===== config.mk =====
export PLATFORM = sky130hd
export DESIGN_NAME = packed_sample_unpacker_core
export DESIGN_NICKNAME = d
export VERILOG_FILES = /design/src/sv/spu_pkg.sv /design/src/sv/spu_front.sv /design/src/sv/spu_queue.sv /design/src/sv/spu_back.sv /design/src/sv/packed_sample_unpacker_core.sv
export SDC_FILE = /design/constraint.sdc
export NUM_CORES = 1
export LEC_CHECK = 0
export BUFFER_PORTS_ARGS = -buffer_cell sky130_fd_sc_hd__buf_2
export CELL_PAD_IN_SITES_DETAIL_PLACEMENT = 0
export CELL_PAD_IN_SITES_GLOBAL_PLACEMENT = 1
export CORE_MARGIN = 3
export CORE_UTILIZATION = 35
export DETAILED_ROUTE_END_ITERATION = 10
export PLACE_DENSITY_LB_ADDON = 0.3
export SETUP_SLACK_MARGIN = 0.1
export SYNTH_ARGS = -nofsm -noshare
export SYNTH_HDL_FRONTEND = slang
export SYNTH_SLANG_ARGS = --single-unit

===== constraint.sdc =====
create_clock -name aclk -period 7.6 [get_ports aclk]
set_input_delay 0 -clock aclk [delete_from_list [all_inputs] [get_ports aclk]]
set_output_delay 0 -clock aclk [all_outputs]
set_load 0.005 [all_outputs]

===== src/sv/spu_pkg.sv =====
// Shared types and constants of the packed sample unpacker.
// Depends on nothing; used by every RTL module.
package spu_pkg;

    localparam int MAX_COLUMNS = 8192;
    localparam int COLS_W      = 14;
    localparam int LEFT_W      = 17;
    localparam int COUNT_W     = 4;
    localparam int CFG_IDX_W   = 3;
    localparam int CFG_DATA_W  = 14;
    localparam int QUEUE_DEPTH = 4;
    localparam int QUEUE_AW    = 2;
    localparam int QUEUE_CW    = 3;

    // Register indexes
    localparam logic [CFG_IDX_W-1:0] REG_WIDTH_CODE = 3'd0;
    localparam logic [CFG_IDX_W-1:0] REG_SPP        = 3'd1;
    localparam logic [CFG_IDX_W-1:0] REG_COLOR_MODE = 3'd2;
    localparam logic [CFG_IDX_W-1:0] REG_FAX        = 3'd3;
    localparam logic [CFG_IDX_W-1:0] REG_COLUMNS    = 3'd4;

    // Width codes
    localparam logic [2:0] WCODE_1  = 3'd0;
    localparam logic [2:0] WCODE_2  = 3'd1;
    localparam logic [2:0] WCODE_4  = 3'd2;
    localparam logic [2:0] WCODE_8  = 3'd3;
    localparam logic [2:0] WCODE_16 = 3'd4;

    // Color modes
    localparam logic [1:0] MODE_GREY    = 2'd0;
    localparam logic [1:0] MODE_GREY_A  = 2'd1;
    localparam logic [1:0] MODE_RGB     = 2'd2;
    localparam logic [1:0] MODE_PALETTE = 2'd3;

    // log2 of sample width within one byte
    localparam logic [1:0] WLOG_1 = 2'd0;
    localparam logic [1:0] WLOG_2 = 2'd1;
    localparam logic [1:0] WLOG_4 = 2'd2;
    localparam logic [1:0] WLOG_8 = 2'd3;

    // One classified byte, queued between front and back
    typedef struct packed {
        logic [7:0]         data;
        logic [COUNT_W-1:0] count;
        logic               row_end;
        logic [1:0]         wlog;
        logic               scale;
        logic               fax;
    } entry_t;

endpackage


===== src/sv/spu_front.sv =====
// Front end: configuration registers, row counter and byte classification.
// Depends on spu_pkg.
module spu_front (
    input  logic                          aclk,
    input  logic                          aresetn,
    input  logic                          cfg_valid,
    input  logic [spu_pkg::CFG_IDX_W-1:0] cfg_index,
    input  logic [spu_pkg::CFG_DATA_W-1:0] cfg_data,
    input  logic                          s_valid,
    output logic                          s_ready,
    input  logic [7:0]                    s_data_byte,
    output logic                          push_valid,
    input  logic                          push_ready,
    output spu_pkg::entry_t               push_entry
);

    logic [2:0]                   wcode_reg;
    logic [2:0]                   spp_reg;
    logic [1:0]                   mode_reg;
    logic                         fax_reg;
    logic [spu_pkg::COLS_W-1:0]   cols_reg;
    logic [spu_pkg::LEFT_W-1:0]   left_reg;
    logic [spu_pkg::LEFT_W-1:0]   left_next;

    logic [2:0]                   code;
    logic [1:0]                   wlog;
    logic                         is16;
    logic [2:0]                   ch;
    logic [spu_pkg::COLS_W-1:0]   cols;
    logic [15:0]                  chcols;
    logic [spu_pkg::LEFT_W-1:0]   load;
    logic [spu_pkg::LEFT_W-1:0]   left_eff;
    logic                         fax;
    logic                         scale;
    logic [spu_pkg::COUNT_W-1:0]  units;
    logic [spu_pkg::COUNT_W-1:0]  consumed;
    logic [spu_pkg::COUNT_W-1:0]  count;
    logic                         accept;

    // Config writes
    always_ff @(posedge aclk) begin
        if (!aresetn) begin
            wcode_reg <= spu_pkg::WCODE_8;
            spp_reg   <= 3'd1;
            mode_reg  <= spu_pkg::MODE_GREY;
            fax_reg   <= 1'b0;
            cols_reg  <= spu_pkg::COLS_W'(1);
        end else if (cfg_valid) begin
            case (cfg_index)
                spu_pkg::REG_WIDTH_CODE: wcode_reg <= cfg_data[2:0];
                spu_pkg::REG_SPP:        spp_reg   <= cfg_data[2:0];
                spu_pkg::REG_COLOR_MODE: mode_reg  <= cfg_data[1:0];
                spu_pkg::REG_FAX:        fax_reg   <= cfg_data[0];
                spu_pkg::REG_COLUMNS:    cols_reg  <= cfg_data[spu_pkg::COLS_W-1:0];
                default: ;
            endcase
        end
    end

    // Decode the sample layout
    always_comb begin
        code = (wcode_reg > spu_pkg::WCODE_16) ? spu_pkg::WCODE_16 : wcode_reg;
        is16 = (code == spu_pkg::WCODE_16);
        wlog = (code >= spu_pkg::WCODE_8) ? spu_pkg::WLOG_8 : code[1:0];

        if (spp_reg == 3'd0)      ch = 3'd1;
        else if (spp_reg > 3'd4)  ch = 3'd4;
        else                      ch = spp_reg;
        if (mode_reg == spu_pkg::MODE_GREY || mode_reg == spu_pkg::MODE_PALETTE) ch = 3'd1;

        if (cols_reg == '0)                                  cols = spu_pkg::COLS_W'(1);
        else if (cols_reg > spu_pkg::COLS_W'(spu_pkg::MAX_COLUMNS))
            cols = spu_pkg::COLS_W'(spu_pkg::MAX_COLUMNS);
        else                                                 cols = cols_reg;

        scale = (mode_reg == spu_pkg::MODE_GREY_A || mode_reg == spu_pkg::MODE_RGB)
                && (wlog != spu_pkg::WLOG_8);
        fax   = fax_reg && (mode_reg == spu_pkg::MODE_GREY) && (code == spu_pkg::WCODE_1);
    end

    // Row length in reads: columns times channels, doubled at 16 bits
    always_comb begin
        case (ch)
            3'd2:    chcols = {1'b0, cols, 1'b0};
            3'd3:    chcols = 16'(cols) + {1'b0, cols, 1'b0};
            3'd4:    chcols = {cols, 2'b00};
            default: chcols = 16'(cols);
        endcase
        load     = is16 ? {chcols, 1'b0} : {1'b0, chcols};
        left_eff = (left_reg == '0) ? load : left_reg;
    end

    // Reads taken from this byte and the results they make
    always_comb begin
        units = fax ? 4'd8 : (4'd8 >> wlog);
        if (left_eff >= spu_pkg::LEFT_W'(units)) begin
            consumed  = units;
            left_next = left_eff - spu_pkg::LEFT_W'(units);
        end else begin
            consumed  = left_eff[spu_pkg::COUNT_W-1:0];
            left_next = '0;
        end
        count = fax ? (consumed >> 1) : consumed;
    end

    assign s_ready = push_ready;
    assign accept  = s_valid && s_ready;

    // Advance the row counter once per beat
    always_ff @(posedge aclk) begin
        if (!aresetn) begin
            left_reg <= '0;
        end else if (accept) begin
            left_reg <= left_next;
        end
    end

    // Queue only bytes that give results
    assign push_valid         = accept && (count != '0);
    assign push_entry.data    = s_data_byte;
    assign push_entry.count   = count;
    assign push_entry.row_end = fax ? (left_next <= spu_pkg::LEFT_W'(1)) : (left_next == '0);
    assign push_entry.wlog    = wlog;
    assign push_entry.scale   = scale;
    assign push_entry.fax     = fax;

endmodule


===== src/sv/spu_queue.sv =====
// Short register queue between the front and back ends.
// Depends on spu_pkg.
module spu_queue (
    input  logic            aclk,
    input  logic            aresetn,
    input  logic            push_valid,
    output logic            push_ready,
    input  spu_pkg::entry_t push_entry,
    output logic            pop_valid,
    input  logic            pop_ready,
    output spu_pkg::entry_t pop_entry
);

    spu_pkg::entry_t                  mem_reg [spu_pkg::QUEUE_DEPTH];
    logic [spu_pkg::QUEUE_AW-1:0]     wr_ptr_reg;
    logic [spu_pkg::QUEUE_AW-1:0]     rd_ptr_reg;
    logic [spu_pkg::QUEUE_CW-1:0]     count_reg;
    logic                             do_push;
    logic                             do_pop;

    assign push_ready = (count_reg != spu_pkg::QUEUE_CW'(spu_pkg::QUEUE_DEPTH));
    assign pop_valid  = (count_reg != '0);
    assign pop_entry  = mem_reg[rd_ptr_reg];
    assign do_push    = push_valid && push_ready;
    assign do_pop     = pop_valid && pop_ready;

    // Store entries
    always_ff @(posedge aclk) begin
        if (do_push) begin
            mem_reg[wr_ptr_reg] <= push_entry;
        end
    end

    // Advance pointers and fill count
    always_ff @(posedge aclk) begin
        if (!aresetn) begin
            wr_ptr_reg <= '0;
            rd_ptr_reg <= '0;
            count_reg  <= '0;
        end else begin
            if (do_push) wr_ptr_reg <= wr_ptr_reg + 1'b1;
            if (do_pop)  rd_ptr_reg <= rd_ptr_reg + 1'b1;
            if (do_push && !do_pop)      count_reg <= count_reg + 1'b1;
            else if (do_pop && !do_push) count_reg <= count_reg - 1'b1;
        end
    end

endmodule


===== src/sv/spu_back.sv =====
// Back end: walks one queued byte, one result per cycle unless the
// output stalls, into the output register. Depends on spu_pkg.
module spu_back (
    input  logic            aclk,
    input  logic            aresetn,
    input  logic            pop_valid,
    output logic            pop_ready,
    input  spu_pkg::entry_t pop_entry,
    output logic            m_valid,
    input  logic            m_ready,
    output logic [7:0]      m_sample_byte,
    output logic            m_last_of_byte,
    output logic            m_row_end
);

    spu_pkg::entry_t                 cur_reg;
    logic                            cur_valid_reg;
    logic [7:0]                      sh_reg;
    logic [spu_pkg::COUNT_W-1:0]     idx_reg;
    logic                            m_valid_reg;
    logic [7:0]                      sample_reg;
    logic                            last_reg;
    logic                            rend_reg;

    logic                            out_free;
    logic                            emit;
    logic                            is_last;
    logic                            load;
    logic [7:0]                      sample_next;
    logic [7:0]                      sh_next;

    assign out_free  = !m_valid_reg || m_ready;
    assign emit      = cur_valid_reg && out_free;
    assign is_last   = (idx_reg == cur_reg.count - 1'b1);
    assign load      = !cur_valid_reg || (emit && is_last);
    assign pop_ready = load;

    // Pick the sample at the top of the shift register
    always_comb begin
        if (cur_reg.fax) begin
            sample_next = {6'd0, 2'({1'b0, sh_reg[7]} + {1'b0, sh_reg[6]})};
            sh_next     = {sh_reg[5:0], 2'b00};
        end else begin
            case (cur_reg.wlog)
                spu_pkg::WLOG_1: begin
                    sample_next = cur_reg.scale ? (sh_reg & 8'h80) : (sh_reg >> 7);
                    sh_next     = {sh_reg[6:0], 1'b0};
                end
                spu_pkg::WLOG_2: begin
                    sample_next = cur_reg.scale ? (sh_reg & 8'hC0) : (sh_reg >> 6);
                    sh_next     = {sh_reg[5:0], 2'b00};
                end
                spu_pkg::WLOG_4: begin
                    sample_next = cur_reg.scale ? (sh_reg & 8'hF0) : (sh_reg >> 4);
                    sh_next     = {sh_reg[3:0], 4'b0000};
                end
                default: begin
                    sample_next = sh_reg;
                    sh_next     = '0;
                end
            endcase
        end
    end

    // Hold the current byte, advance through its samples
    always_ff @(posedge aclk) begin
        if (!aresetn) begin
            cur_valid_reg <= 1'b0;
        end else if (load) begin
            cur_valid_reg <= pop_valid;
        end
    end

    always_ff @(posedge aclk) begin
        if (load) begin
            cur_reg <= pop_entry;
            sh_reg  <= pop_entry.data;
            idx_reg <= '0;
        end else if (emit) begin
            sh_reg  <= sh_next;
            idx_reg <= idx_reg + 1'b1;
        end
    end

    // Output register: hold while the receiver stalls
    always_ff @(posedge aclk) begin
        if (!aresetn) begin
            m_valid_reg <= 1'b0;
        end else if (out_free) begin
            m_valid_reg <= emit;
        end
    end

    always_ff @(posedge aclk) begin
        if (emit) begin
            sample_reg <= sample_next;
            last_reg   <= is_last;
            rend_reg   <= is_last && cur_reg.row_end;
        end
    end

    assign m_valid        = m_valid_reg;
    assign m_sample_byte  = sample_reg;
    assign m_last_of_byte = last_reg;
    assign m_row_end      = rend_reg;

endmodule


===== src/sv/packed_sample_unpacker_core.sv =====
// Packed sample unpacker, top level: front end, queue, back end.
// Depends on spu_pkg, spu_front, spu_queue, spu_back.
//
// Use: packed scanline bytes enter on s_valid/s_ready/s_data_byte, most
// significant sample first. Each sample leaves as one byte on m_valid/m_ready
// with m_last_of_byte on the final result of a byte and m_row_end on the
// final result of an image row. A 16-bit sample leaves as two bytes.
// Registers are written over cfg_valid/cfg_ready (always ready) by index
// cfg_index with cfg_data; the user must do so only while no beat is in
// flight, which the block does not enforce. The first result of a byte goes
// from the queue through the back end's current-byte register to the output
// register. The back end emits one result per cycle while the output is not
// stalled, so a full byte gives 8 results at 1 bit, 4 at 2 bits or in fax
// halving, 2 at 4 bits and 1 at 8 or 16 bits. A four-entry queue lets the
// front take beats as the back end works; pad and no-result bytes skip it.
// Reset: registers return to 8-bit grey, one column; row counter and queue
// clear. When the receiver stalls, the output register holds its result, the
// back end waits, the queue fills and then s_ready drops.
module packed_sample_unpacker_core (
    input  logic                           aclk,
    input  logic                           aresetn,
    input  logic                           cfg_valid,
    output logic                           cfg_ready,
    input  logic [spu_pkg::CFG_IDX_W-1:0]  cfg_index,
    input  logic [spu_pkg::CFG_DATA_W-1:0] cfg_data,
    input  logic                           s_valid,
    output logic                           s_ready,
    input  logic [7:0]                     s_data_byte,
    output logic                           m_valid,
    input  logic                           m_ready,
    output logic [7:0]                     m_sample_byte,
    output logic                           m_last_of_byte,
    output logic                           m_row_end
);

    logic            push_valid;
    logic            push_ready;
    spu_pkg::entry_t push_entry;
    logic            pop_valid;
    logic            pop_ready;
    spu_pkg::entry_t pop_entry;

    assign cfg_ready = 1'b1;

    spu_front u_front (
        .aclk        (aclk),
        .aresetn     (aresetn),
        .cfg_valid   (cfg_valid),
        .cfg_index   (cfg_index),
        .cfg_data    (cfg_data),
        .s_valid     (s_valid),
        .s_ready     (s_ready),
        .s_data_byte (s_data_byte),
        .push_valid  (push_valid),
        .push_ready  (push_ready),
        .push_entry  (push_entry)
    );

    spu_queue u_queue (
        .aclk       (aclk),
        .aresetn    (aresetn),
        .push_valid (push_valid),
        .push_ready (push_ready),
        .push_entry (push_entry),
        .pop_valid  (pop_valid),
        .pop_ready  (pop_ready),
        .pop_entry  (pop_entry)
    );

    spu_back u_back (
        .aclk           (aclk),
        .aresetn        (aresetn),
        .pop_valid      (pop_valid),
        .pop_ready      (pop_ready),
        .pop_entry      (pop_entry),
        .m_valid        (m_valid),
        .m_ready        (m_ready),
        .m_sample_byte  (m_sample_byte),
        .m_last_of_byte (m_last_of_byte),
        .m_row_end      (m_row_end)
    );

endmodule


* After elaboration in Yosys (flattened, before gate mapping)
Memory sizes are Yosys's and may differ from the RTL's. A register that Yosys moved wholly into a read port is not among the register bits.
Cells that the tools add are included.
** Cells by class
- Reductions and logical operators :: 37
- Shifts and indexed selects :: 1
- $add $sub $neg :: 9
- Muxes and demuxes :: 30
- Eq/ne operators :: 16
- $lt $le $gt $ge :: 6
** Operators by type and width (number)
- $mux 17 :: 3
- $mux 8 :: 6
- $pmux 16 s3 :: 1
- $pmux 8 s3 :: 2
- $logic_not 17->1 :: 2
- $mux 14 :: 2
- $mux 3 :: 6
- $ge 17x4->1 :: 1
- $le 17x1->1 const B :: 1
- $sub 17x4->17 :: 1
- $add 14x15->16 :: 1
- $gt 14x14->1 const B :: 1
- $logic_not 14->1 :: 1
- $eq 3x2->1 const B :: 4
- $logic_and 1x1->1 :: 12
- $mux 4 :: 3
- $reduce_and 2->1 :: 5
- $eq 3x3->1 const B :: 3
- $logic_not 3->1 :: 3
- $mux 2 :: 4
- $eq 2x2->1 const B :: 3
- $gt 3x3->1 const B :: 2
- $add 2x1->2 const B :: 2
- $add 4x1->4 const B :: 1
- 18 further kinds :: 29
** Word-level totals
- Register bits :: 80
- Logic and storage cells :: 122
- Output and inout bits :: 13
- Bits in writable memories :: 68
- Memories :: 1
- Input bits :: 30
** Memories
- u_queue.mem_reg :: words 4, width 17, read ports 1, clocked after Yosys merged registers in 1, wr ports 1, line spu_queue.sv:14 : spu_pkg::entry_t mem_reg [spu_pkg::QUEUE_DEPTH];

* Longest topological paths before layout
Gate-level depths: netlist (run 1).
- Depth after elaboration :: 18
- Gate-level depth with buffers :: 27
- Depth with buffers taken out :: 26

* Cells and area by module
A second synthesis (run 1) with hierarchy kept.
** Second synthesis, totals
- Cells, all modules :: 842
- Area total of the unflattened synthesis :: 8773.4 um2
** By module, submodules not included
- spu_front :: cells an instance 576, instances 1, area each 4154.0 um2, sequential area each 800.8 um2
- spu_queue :: cells an instance 137, instances 1, area each 2987.9 um2, sequential area each 2222.1 um2
- spu_back :: cells an instance 127, instances 1, area each 1620.3 um2, sequential area each 930.9 um2
- packed_sample_unpacker_core :: cells an instance 2, instances 1, area each 11.3 um2, sequential area each 0.0 um2

* Worst setup path after synthesis (run 1)
No wires, ideal clock.
- Path type :: register -> register
- Start :: register u_front.cols_reg[8] (netlist bit)
- End :: register u_queue.count_reg[2] (netlist bit)
- Stages on the path, launching flop included :: 27
- Clock period less this slack :: 5.151 ns
- Path buffers :: 0
- Setup time :: 0.076 ns
- Required time :: 7.524 ns
- Arrival time :: 5.075 ns
- Path slack :: 2.449 ns
- Cell sequence :: dfxtp_1 -> nor4_2 -> a31oi_1 -> nor2_1 -> ha_1 -> inv_1 -> fa_1 -> o21ai_0 -> o32ai_1 -> o21ai_0 -> a21oi_1 -> inv_1 -> ha_1 -> o21ai_0 -> nand2b_1 -> a21oi_1 -> nand2_1 -> nor4_2 -> nand4_2 -> nor3b_4 -> a21oi_4 -> ha_1 -> inv_1 -> fa_1 -> xor2_1 -> or3_1 -> a21boi_0
** On the way
- Word-level cells in the longest chain between the ends :: 16
- Elaborated cells on any way between the ends :: 19
- Those cells by class :: add/sub (1); order compare (2); mux (8); reduce/logical (8)
** RTL lines
- from (decl) :: line spu_front.sv:21 : logic [spu_pkg::COLS_W-1:0] cols_reg;
- from (signal assigned) :: line spu_front.sv:47 : cols_reg <= spu_pkg::COLS_W'(1);
- from (signal assigned) :: line spu_front.sv:54 : spu_pkg::REG_COLUMNS: cols_reg <= cfg_data[spu_pkg::COLS_W-1:0];
- $gt 14x14->1 :: line spu_front.sv:72 : else if (cols_reg > spu_pkg::COLS_W'(spu_pkg::MAX_COLUMNS))
- $mux 14 :: line spu_front.sv:72
- $mux 14 (*) :: line spu_front.sv:71 : if (cols_reg == '0) cols = spu_pkg::COLS_W'(1);
- $add 14x15->16 :: line spu_front.sv:85 : 3'd3: chcols = 16'(cols) + {1'b0, cols, 1'b0};
- $pmux 16 s3 (*) :: line spu_front.sv:83 : case (ch)
- $mux 17 (*) :: line spu_front.sv:89 : load = is16 ? {chcols, 1'b0} : {1'b0, chcols};
- $mux 17 (*) :: line spu_front.sv:90 : left_eff = (left_reg == '0) ? load : left_reg;
- $ge 17x4->1 :: line spu_front.sv:96 : if (left_eff >= spu_pkg::LEFT_W'(units)) begin
- $mux 4 (*) :: line spu_front.sv:96
- $mux 4 (*) :: line spu_front.sv:103 : count = fax ? (consumed >> 1) : consumed;
- $reduce_bool 4->1 (*) :: line spu_front.sv:119 : assign push_valid = accept && (count != '0);
- $logic_and 1x1->1 (*) :: line spu_front.sv:119
- $logic_and 1x1->1 (*) :: line spu_queue.sv:24 : assign do_push = push_valid && push_ready;
- via u_queue.do_push :: line spu_queue.sv:18 : logic do_push;
- $logic_not 1->1 :: line spu_queue.sv:44 : else if (do_pop && !do_push) count_reg <= count_reg - 1'b1;
- $logic_and 1x1->1 :: line spu_queue.sv:44
- $reduce_bool 2->1 (no source line)
- to (signal assigned) :: line spu_queue.sv:43 : if (do_push && !do_pop) count_reg <= count_reg + 1'b1;
- to (signal assigned) :: line spu_queue.sv:44
- to (decl) :: line spu_queue.sv:17 : logic [spu_pkg::QUEUE_CW-1:0] count_reg;
The timed path passes the listed nets; every way through them passes the cells marked *.
A chain may end at the register's enable or synchronous reset.

* Worst setup path after layout (run 1)
- Start :: register u_front.cols_reg[5] (netlist bit)
- End :: register u_queue.count_reg[2] (netlist bit)
Same word-level chain as after synthesis.

==> qor.csv, run 1 <==
stage,metric,value,unit
die,die_y,164,um
place,portBuffers,41,
critical_path,critPathTopFamily,simple AND/OR/NAND/NOR gates,
die,dieWidth,164,um
clock_network,root_buffer,clkbuf_16,
power_and_ir_drop,p_leak,3.54,nW
critical_path,arrival,6420,ps
sta,fin_crit_sh,79.9,%
synthesis,yosysTopAreaCell,edfxtp_1,
synthesis,yosysMostFrequentCell,nand2_1,
critical_path,start_kind,flip-flop,
sta,worst_slew_pin_slew,1000,ps
clock_network,cts_made_buffers,17,
critical_path,crit_fanout,24,
synthesis,syn_nets,904,
synthesis,syn_area,8770,sq um
die,ios,43,
critical_path,r2r_slack,1530,ps
global_routing,antenna_found_initial,0,
sta,fmax,165,MHz
clock_network,clk_pin_slew,70,ps
power_and_ir_drop,peakVddDrop,0.000123,V
layout,n_antenna_cell,0,
critical_path,cpMaxStageDelayCell,fa_1,
drt,first_pass_iters,5,
sta,tns,0,ps
global_routing,grt_max_degree,52,
clock_network,clock_path_buffers,2,
sta,finalCriticalPeriod,6070,ps
min_path,holdPathStages,5,
layout,syn_to_final_growth,14.1,%
synthesis,synth_common_cells,"105 x nand2_1, 95 x edfxtp_1, 55 x dfxtp_1",
clock_network,cts_tree,done,
synthesis,synth_area_leaders,"edfxtp_1 33%, dfxtp_1 13%, nand2_1 4.5%",
critical_path,cp_num_cells,27,
global_routing,grt_overflow,0,
synthesis,synth_edf_count,95,
sta,finalClockSkew,16.7,ps
critical_path,cp_slowest_stage_delay,470,ps
drt,drtIter0Drc,486,
drt,ant_nets,0,
die,rows,57,
layout,nFillCells,2348,
critical_path,path_buf_inv,4,
sta,rsz0062_at_grt,false,
die,dieArea,27000,sq um
synthesis,yosysSeqAreaShare,45.1,%
synthesis,synthFlopType,edfxtp_1,
drt,via_per_inst,5.24,
synthesis,ys_async_sr_fraction,0,%
die,start_util,35.9,%
drt,via_count,6456,
global_routing,first_global_vias,6099,
critical_path,ff2ff_path_depth,27,
layout,largest_reg_flops,68,
layout,fin_area,10000,sq um
sta,finalHoldViolCount,0,
critical_path,endpoint,u_queue.count_reg[2],
synthesis,syn_inst,848,
critical_path,reg2reg_from,u_front.cols_reg[5],
min_path,hold_path.class,in2reg,
synthesis,synth_area_per_cell,10.3,sq um
critical_path,reg2reg_to,u_queue.count_reg[2],
sta,maxSlewHeadroom,32.9,%
synthesis,yosysWarnings,0,
synthesis,synth.distinct_cells,99,
die,core_region_area,24500,sq um
sta,drv_slew,0,
layout,drive_above_1_share,15.3,%
clock_network,clock_sinks,150,
place,place.gp.congestion,0.839,
critical_path,crit_required,7950,ps
global_routing,grt.total_usage,16.2,%
global_routing,grt_pass1_wl,34400,um
place,place_hpwl,14900,um
drt,drc,0,
clock_network,clkLatencyLatePin,430,ps
power_and_ir_drop,p_per_area,318,nW/um^2
synthesis,synth_top_area_share,32.5,%
critical_path,end_kind,flip-flop,
clock_network,htreeDepth,4,
layout,num-nets-final,950,
critical_path,path_class,reg2reg,
run,cap_violations,0,
drt,wirelength,21000,um
sta,setup_viol,0,
place,placed_area,9190,sq um
outcome,status,"complete, no violations",
drt,wl_per_cell,17.0,um
synthesis,synth-seq-cells,150,
critical_path,crit_start,u_front.cols_reg[5],
[routing by layer]
metal | track usage [%] | part of all wire (%)
met2 | 23.6 | 43
met5 | 0 | 0
met1 | 24.8 | 52
met4 | 4.65 | 1.2
met3 | 2.60 | 3.6
[kinds of logic (layout without fill, tap and decap cells)]
family	count (synthesis)	after routing	share of synthesized area, %
buf+inv	73	132	3.82
compound gates	211	211	17.7
flops	150	150	45.1
xor+xnor	32	32	3.20
fa+ha+maj	27	27	4.08
other cells	1	1	0.0428
mux	32	32	6.11
simple gates	322	322	20.0
[repair_timing]
action / 4_1_cts / 5_1_grt
setup endpoints to repair: 0 / 0
resized for setup: 0 / 0
hold buffers: 25 / 0
endpoints found under the hold margin: 56 / 0
buffers inserted: 0 / 0
[worst min path at each step]
stage                              start                endpoint
after floorplan           s_data_byte[1]  u_queue.mem_reg[0][10]
after global placement    s_data_byte[7]  u_queue.mem_reg[1][16]
after detailed placement  s_data_byte[0]   u_queue.mem_reg[0][9]
after CTS                   cfg_index[2]         u_front.fax_reg
after global routing        cfg_index[2]         u_front.fax_reg
final                       cfg_index[2]         u_front.fax_reg
[worst min-delay path, stage by stage]
cell     delay [ps]
buf_2            90
nor2b_1          70
nand3_1         110
mux2i_1          80
nor2b_1         100
[cell type report]
type / instances / area [sq um] / area share (%)
repair buffers: 71 / 493 / 4.93
multi-input cells: 625 / 4480 / 44.8
well taps: 324 / 405 / 4.05
inverters: 29 / 109 / 1.09
clock inverters: 15 / 138 / 1.38
clock buffers: 17 / 425 / 4.25
flip-flops and latches: 150 / 3950 / 39.5
[cell usage in the layout (no fill, tap or decap), types with 9 or more instances in the layout]
cell,instances
nand2b_1,11
nor2_1,51
a21boi_0,20
ha_1,23
o21ai_0,40
xnor2_1,14
edfxtp_1,95
dlygate4sd3_1,25
and2_1,37
o211ai_1,10
buf_2,41
a21oi_1,38
mux2i_1,13
nor2b_1,24
mux4_2,17
nand2_1,105
o31ai_1,9
nor3_1,17
nand3_1,11
xor2_1,18
dfxtp_1,55
clkbuf_16,17
inv_1,29
[through the flow]
| step | total power, mW | hold slack, ps | instances | utilization, % | setup WS, ps |
|---|---|---|---|---|---|
| floorplan | 2.09 | 98.9 | 848 | - | 2450 |
| global placement | 2.37 | 222 | 1174 | 37.6 | 1690 |
| detailed placement | 2.37 | 225 | 1174 | 37.6 | 1550 |
| CTS | 3.21 | 40.5 | 1231 | 40.9 | 1500 |
| global route | 3.40 | 80.0 | 1231 | 40.9 | 872 |
| finish | 3.18 | 62.1 | 1231 | 40.9 | 1530 |
[report_power, final]
group | switching (mW) | internal, mW | total [mW] | leakage [nW]
Clock | 0.384 | 0.435 | 0.819 | 0.280
Sequential | 0.151 | 1.12 | 1.27 | 1.33
Combinational | 0.614 | 0.477 | 1.09 | 1.92
Total | 1.15 | 2.03 | 3.18 | 3.54
No activity file was read; power rests on OpenSTA's default activity.
==> inputs of run 2 (changes only) <==
- clock period: 7.6 -> 5.4 ns (I/O delays scaled with it)
==> run 2 against run 1 <==
Net effect: via count is 1.4% higher; worst hold slack got worse by 18 ps; largest cell class unchanged; highest routed layer unchanged; maximum frequency up 21%; sequential power up 40%; critical path depth decreased by 1.
==> qor.csv, run 2 (synthesis results as in run 1) <==
stage,metric,value,unit,change
min_path,holdPathStages,5,,unchanged
power_and_ir_drop,p_leak,3.76,nW,+6.4%
place,place_hpwl,15400,um,+3.3%
die,rows,57,,unchanged
run,cap_violations,0,,unchanged
global_routing,grt_overflow,0,,unchanged
min_path,hold_path.class,in2reg,,
drt,drc,0,,unchanged
clock_network,cts_tree,done,,
clock_network,clock_sinks,150,,unchanged
sta,setup_viol,0,,unchanged
global_routing,first_global_vias,6414,,+5.2%
die,dieWidth,164,um,unchanged
die,dieArea,27000,sq um,unchanged
critical_path,crit_required,5740,ps,-2210 ps
clock_network,htreeDepth,4,,unchanged
clock_network,clk_pin_slew,70,ps,about the same
global_routing,antenna_found_initial,0,,unchanged
sta,fin_crit_sh,93.0,%,+13 points
power_and_ir_drop,peakVddDrop,0.000205,V,+67%
critical_path,ff2ff_path_depth,26,,-3.7%
drt,first_pass_iters,4,,-1
die,start_util,35.9,%,unchanged
critical_path,r2r_slack,380,ps,-1150 ps
sta,finalCriticalPeriod,5020,ps,-1050 ps
drt,ant_nets,0,,unchanged
critical_path,end_kind,flip-flop,,
layout,final_core_util,42.7,%,+1.8 points
critical_path,path_class,reg2reg,,
layout,nFillCells,2328,,-0.85%
outcome,status,"complete, no violations",,
layout,syn_to_final_growth,19.0,%,
sta,drv_slew,0,,unchanged
sta,worst_slew_pin_slew,968,ps,-36.8 ps
layout,n_antenna_cell,0,,unchanged
min_path,min_from,cfg_index[2],,
clock_network,clock_path_buffers,2,,unchanged
place,place.gp.congestion,0.834,,-0.64%
critical_path,reg2reg_from,u_front.cols_reg[9],,
clock_network,root_buffer,clkbuf_16,,
die,ios,43,,unchanged
clock_network,clkLatencyLatePin,430,ps,about the same
drt,wirelength,21400,um,+2.0%
layout,num-nets-final,991,,+4.3%
power_and_ir_drop,p_per_area,444,nW/um^2,+40%
drt,drtIter0Drc,442,,-9.1%
critical_path,reg2reg_to,u_queue.count_reg[2],,
sta,maxSlewHeadroom,35.3,%,+2.5 points
drt,wl_per_cell,16.8,um,-1.3%
sta,rsz0062_at_grt,false,,
min_path,hold_path_end,u_front.fax_reg,,
die,die_y,164,um,unchanged
layout,multi_input_area,4590,sq um,+2.4%
critical_path,arrival,5360,ps,-1060 ps
clock_network,cts_made_buffers,17,,unchanged
power_and_ir_drop,fin_total_pwr,4.64,mW,+46%
layout,seqCellArea,3950,sq um,unchanged
layout,layout_common_cells,"104 x nand2_1, 95 x edfxtp_1, 55 x dfxtp_1, 50 x nor2_1, 45 x buf_4",,
sta,fmax,199,MHz,+21%
sta,finalClockSkew,25.5,ps,+8.74 ps
layout,largest_reg_flops,68,,unchanged
global_routing,grt_pass1_wl,34700,um,+0.99%
die,core_region_area,24500,sq um,unchanged
global_routing,grt_max_degree,52,,unchanged
sta,finalHoldViolCount,0,,unchanged
drt,via_per_inst,5.15,,-1.9%
critical_path,crit_fanout,4,,-83%
global_routing,grt.total_usage,16.3,%,+0.078 points
critical_path,start_kind,flip-flop,,
layout,layout_commonest_cell,nand2_1,,
layout,drive_above_1_share,19.9,%,+4.6 points
place,portBuffers,41,,unchanged
drt,via_count,6546,,+1.4%
## run 2: cell type report
cell class | count | share of cell area (%)
Clock buffer | 18 | 4.11
Clock inverter | 14 | 1.41
Inverter | 29 | 1.04
Multi-Input combinational cell | 625 | 44.0
Sequential cell | 150 | 37.9
Tap cell | 324 | 3.88
Timing Repair Buffer | 112 | 7.70
## run 2: metrics by stage
stage / instance area [sq um] / setup WS, ps / TNS [ps] / hold slack [ps] / std cells
floorplan: 8770 / 249 / 0 / 98.9 / 848
global placement: 9440 / 129 / 0 / 220 / 1207
detailed placement: 9440 / -22.2 / -22.2 / 219 / 1207
CTS: 10400 / 157 / 0 / 35.6 / 1271
global route: 10400 / 76.3 / 0 / 88.8 / 1272
finish: 10400 / 379 / 0 / 44.2 / 1272
## run 2: metal layers
metal	track usage [%]	wire, um
met5	0	0
met4	4.65	176
met3	2.52	637
met2	25.0	9800
met1	23.9	10800
## run 2: how the worst max path moves through the flow
stage / slack [ps] / start / end / cells after the start
4_1_cts: 160 / u_front.cols_reg[12] / u_queue.count_reg[2] / 26
3_3_place_gp: 130 / u_front.cols_reg[9] / u_queue.count_reg[2] / 26
3_5_place_dp: -20 / u_front.cols_reg[9] / u_queue.count_reg[2] / 26
2_1_floorplan: 250 / u_front.cols_reg[8] / u_queue.count_reg[2] / 26
6_report: 380 / u_front.cols_reg[9] / u_queue.count_reg[2] / 26
5_1_grt: 80 / u_front.cols_reg[9] / u_queue.count_reg[2] / 26
## run 2: worst max-delay path, cell delays in order, from the launching register on
cell and delay (ps):
dfxtp_1 330, nor4_4 340, a31oi_2 150, nor2_2 130, ha_2 200, inv_1 50, fa_1 470, o21ai_0 110
o32ai_2 320, o21ai_1 110, a21oi_2 210, inv_2 80, ha_4 260, o21ai_0 70, nand2b_1 100, a21oi_2 160
nand2_2 90, nor4_4 170, nand4_2 170, nor3b_4 290, a21oi_4 100, ha_4 210, inv_1 60, fa_1 180
xor2_1 80, or3_1 310, a21boi_1 150
## run 2: report_power, final
group          total [mW]  internal (mW)  switching [mW]
logic                1.69          0.783           0.911
registers            1.78           1.57           0.203
clock network        1.17          0.684           0.483
## run 2: repair_timing
item	CTS	global route
hold buffers	26	0
buffers inserted	6	1
resized for setup	7	13
gates cloned	0	0
hold endpoints to repair	56	0
setup endpoints to repair	10	92
pin swaps	7	10
==> inputs of run 3 (changes only) <==
- CELL_PAD_IN_SITES_GLOBAL_PLACEMENT: 1 -> 2
==> run 3 against run 2 <==
Net effect: clock power hardly changed; worst hold slack better by 2.6 ps; total power hardly changed; sequential cell count stayed put; design area is 0.43% higher; via count is 0.99% higher; first-iteration DRC count is 24% lower; critical path type unchanged; largest cell class unchanged; sequential power hardly changed; count of clock-buffer cells in the layout is 2 higher.
==> qor.csv, run 3 (synthesis results as in run 1) <==
stage,metric,value,unit,change
place,place.gp.congestion,0.777,,-6.9%
sta,worst_slew_pin_slew,1040,ps,+71.8 ps
drt,first_pass_iters,4,,unchanged
global_routing,grt_pass1_wl,35900,um,+3.5%
sta,rsz0062_at_grt,true,,
drt,drc,0,,unchanged
global_routing,grt_max_degree,52,,unchanged
global_routing,grt_overflow,0,,unchanged
clock_network,clk_pin_slew,60,ps,about the same
die,core_region_area,24500,sq um,unchanged
drt,routed-wl-met2,9640,um,-1.6%
clock_network,cts_made_buffers,17,,unchanged
layout,n_antenna_cell,0,,unchanged
drt,highest_layer,met4,,
critical_path,end_kind,flip-flop,,
sta,drv_slew,0,,unchanged
die,dieWidth,164,um,unchanged
critical_path,path_class,reg2reg,,
clock_network,root_buffer,clkbuf_16,,
critical_path,ff2ff_path_depth,26,,unchanged
min_path,holdPathStages,5,,unchanged
layout,largest_reg_flops,68,,unchanged
sta,finalCriticalPeriod,4990,ps,-28.3 ps
drt,wl_per_cell,17.2,um,+2.6%
power_and_ir_drop,peakVddDrop,0.000201,V,-2.1%
layout,layout_commonest_cell,nand2_1,,
critical_path,crit_fanout,4,,unchanged
drt,via_per_inst,5.19,,+0.76%
drt,via_count,6611,,+0.99%
sta,finalHoldViolCount,0,,unchanged
run,cap_violations,0,,unchanged
clock_network,clkLatencyLatePin,420,ps,about the same
power_and_ir_drop,p_leak,3.80,nW,+1.0%
die,start_util,35.9,%,unchanged
place,dp_worst_setup_slack,-157,ps,-135 ps
clock_network,clock_path_buffers,2,,unchanged
sta,fmax,200,MHz,+0.57%
global_routing,antenna_found_initial,0,,unchanged
drt,wirelength_met1,11500,um,+6.5%
global_routing,first_global_vias,6516,,+1.6%
layout,seqCellArea,3950,sq um,unchanged
sta,hold_slack,46.8,ps,+2.59 ps
place,placed_area,9470,sq um,+0.32%
sta,maxSlewHeadroom,30.5,%,-4.8 points
layout,drive_above_1_share,20.8,%,+0.88 points
min_path,hold_path.class,in2reg,,
drt,ant_nets,0,,unchanged
sta,finalClockSkew,11.5,ps,-13.9 ps
place,place_hpwl,16000,um,+3.7%
layout,num-nets-final,994,,+0.30%
drt,met3_length,583,um,-8.5%
sta,fin_ws,407,ps,+28.3 ps
die,dieArea,27000,sq um,unchanged
die,rows,57,,unchanged
layout,fin_area,10500,sq um,+0.43%
clock_network,htreeDepth,4,,unchanged
place,portBuffers,41,,unchanged
sta,fin_crit_sh,92.5,%,-0.52 points
layout,final_core_util,42.9,%,+0.18 points
layout,syn_to_final_growth,19.5,%,
layout,multi_input_area,4600,sq um,+0.25%
critical_path,crit_required,5750,ps,about the same
power_and_ir_drop,p_per_area,442,nW/um^2,-0.41%
sta,setup_viol,0,,unchanged
die,die_y,164,um,unchanged
drt,wirelength,22000,um,+2.8%
critical_path,arrival,5340,ps,-20 ps
critical_path,start_kind,flip-flop,,
die,ios,43,,unchanged
clock_network,clock_sinks,150,,unchanged
outcome,status,"complete, no violations",,
layout,nFillCells,2369,,+1.8%
global_routing,grt.total_usage,17.0,%,+0.63 points
layout,layout_common_cells,"104 x nand2_1, 95 x edfxtp_1, 55 x dfxtp_1, 50 x nor2_1, 48 x buf_4",,
drt,drtIter0Drc,336,,-24%
clock_network,cts_tree,done,,
-- run 3: changes by cell type in the layout (fill, tap and decap cells not counted), moves of 2 or more --
cell / change
buf_4: +3
inv_8: +3
bufinv_16: -2
clkbuf_16: +2
clkinv_1: -2
clkinvlp_4: -2
inv_6: -2
nor4_2: +2
-- run 3: where the power goes --
group	internal (mW)	leakage (nW)	switching, mW
combinational	0.776	2.17	0.925
sequential	1.57	1.33	0.191
clock	0.660	0.291	0.512
total	3.01	3.80	1.63
-- run 3: layer usage --
layer | GRT usage [%] | up-vias
met5 | 0 | -
met4 | 4.73 | 0
met3 | 2.52 | 24
met2 | 25.2 | 104
met1 | 25.6 | 3163
li1 | - | 3320
-- run 3: cell type report --
type,count,area share (%)
clock inverter,12,1.04
inverter,29,1.04
timing repair buffer,115,7.88
tap,324,3.87
multi-input combinational,625,43.9
clock buffer,20,4.57
sequential,150,37.7
-- run 3: per-stage QoR --
step,power [mW],setup TNS (ps),instances
CTS,4.63,0,1271
finish,4.64,0,1275
global placement,3.40,0,1211
floorplan,2.94,0,848
detailed placement,3.41,-367,1211
global route,4.96,0,1275
-- run 3: critical path, cell delays in order, from the launching register on --
cell      delay [ps]
dfxtp_1          330
nor4_4           340
a31oi_2          150
nor2_2           170
ha_2             210
inv_1             50
fa_1             470
o21ai_0          100
o32ai_2          330
o21ai_2           90
a21oi_2          200
inv_2             80
ha_4             250
o21ai_1           70
nand2b_1         110
a21oi_2          160
nand2_2           90
nor4_4           180
nand4_2          170
nor3b_4          280
a21oi_4          100
ha_4             210
inv_1             60
fa_2             190
xor2_1            70
or3_1            320
a21boi_2         130
-- run 3: what timing repair did --
| action | 4_1_cts | 5_1_grt |
|---|---|---|
| hold buffers | 26 | 0 |
| endpoints found under the setup margin | 74 | 94 |
| resized for setup | 8 | 16 |
| setup buffers | 2 | 4 |
| endpoints found under the hold margin | 56 | 0 |
| pin swaps | 7 | 14 |
-- run 3: final timing paths --
kind                                        endpoint                 from  slack, ps
worst max-delay path            u_queue.count_reg[2]  u_front.cols_reg[9]        410
worst min-delay path                 u_front.fax_reg         cfg_index[2]         50
worst max register to register  u_queue.count_reg[2]  u_front.cols_reg[9]        410
worst min register to register   u_front.mode_reg[1]  u_front.mode_reg[1]        490
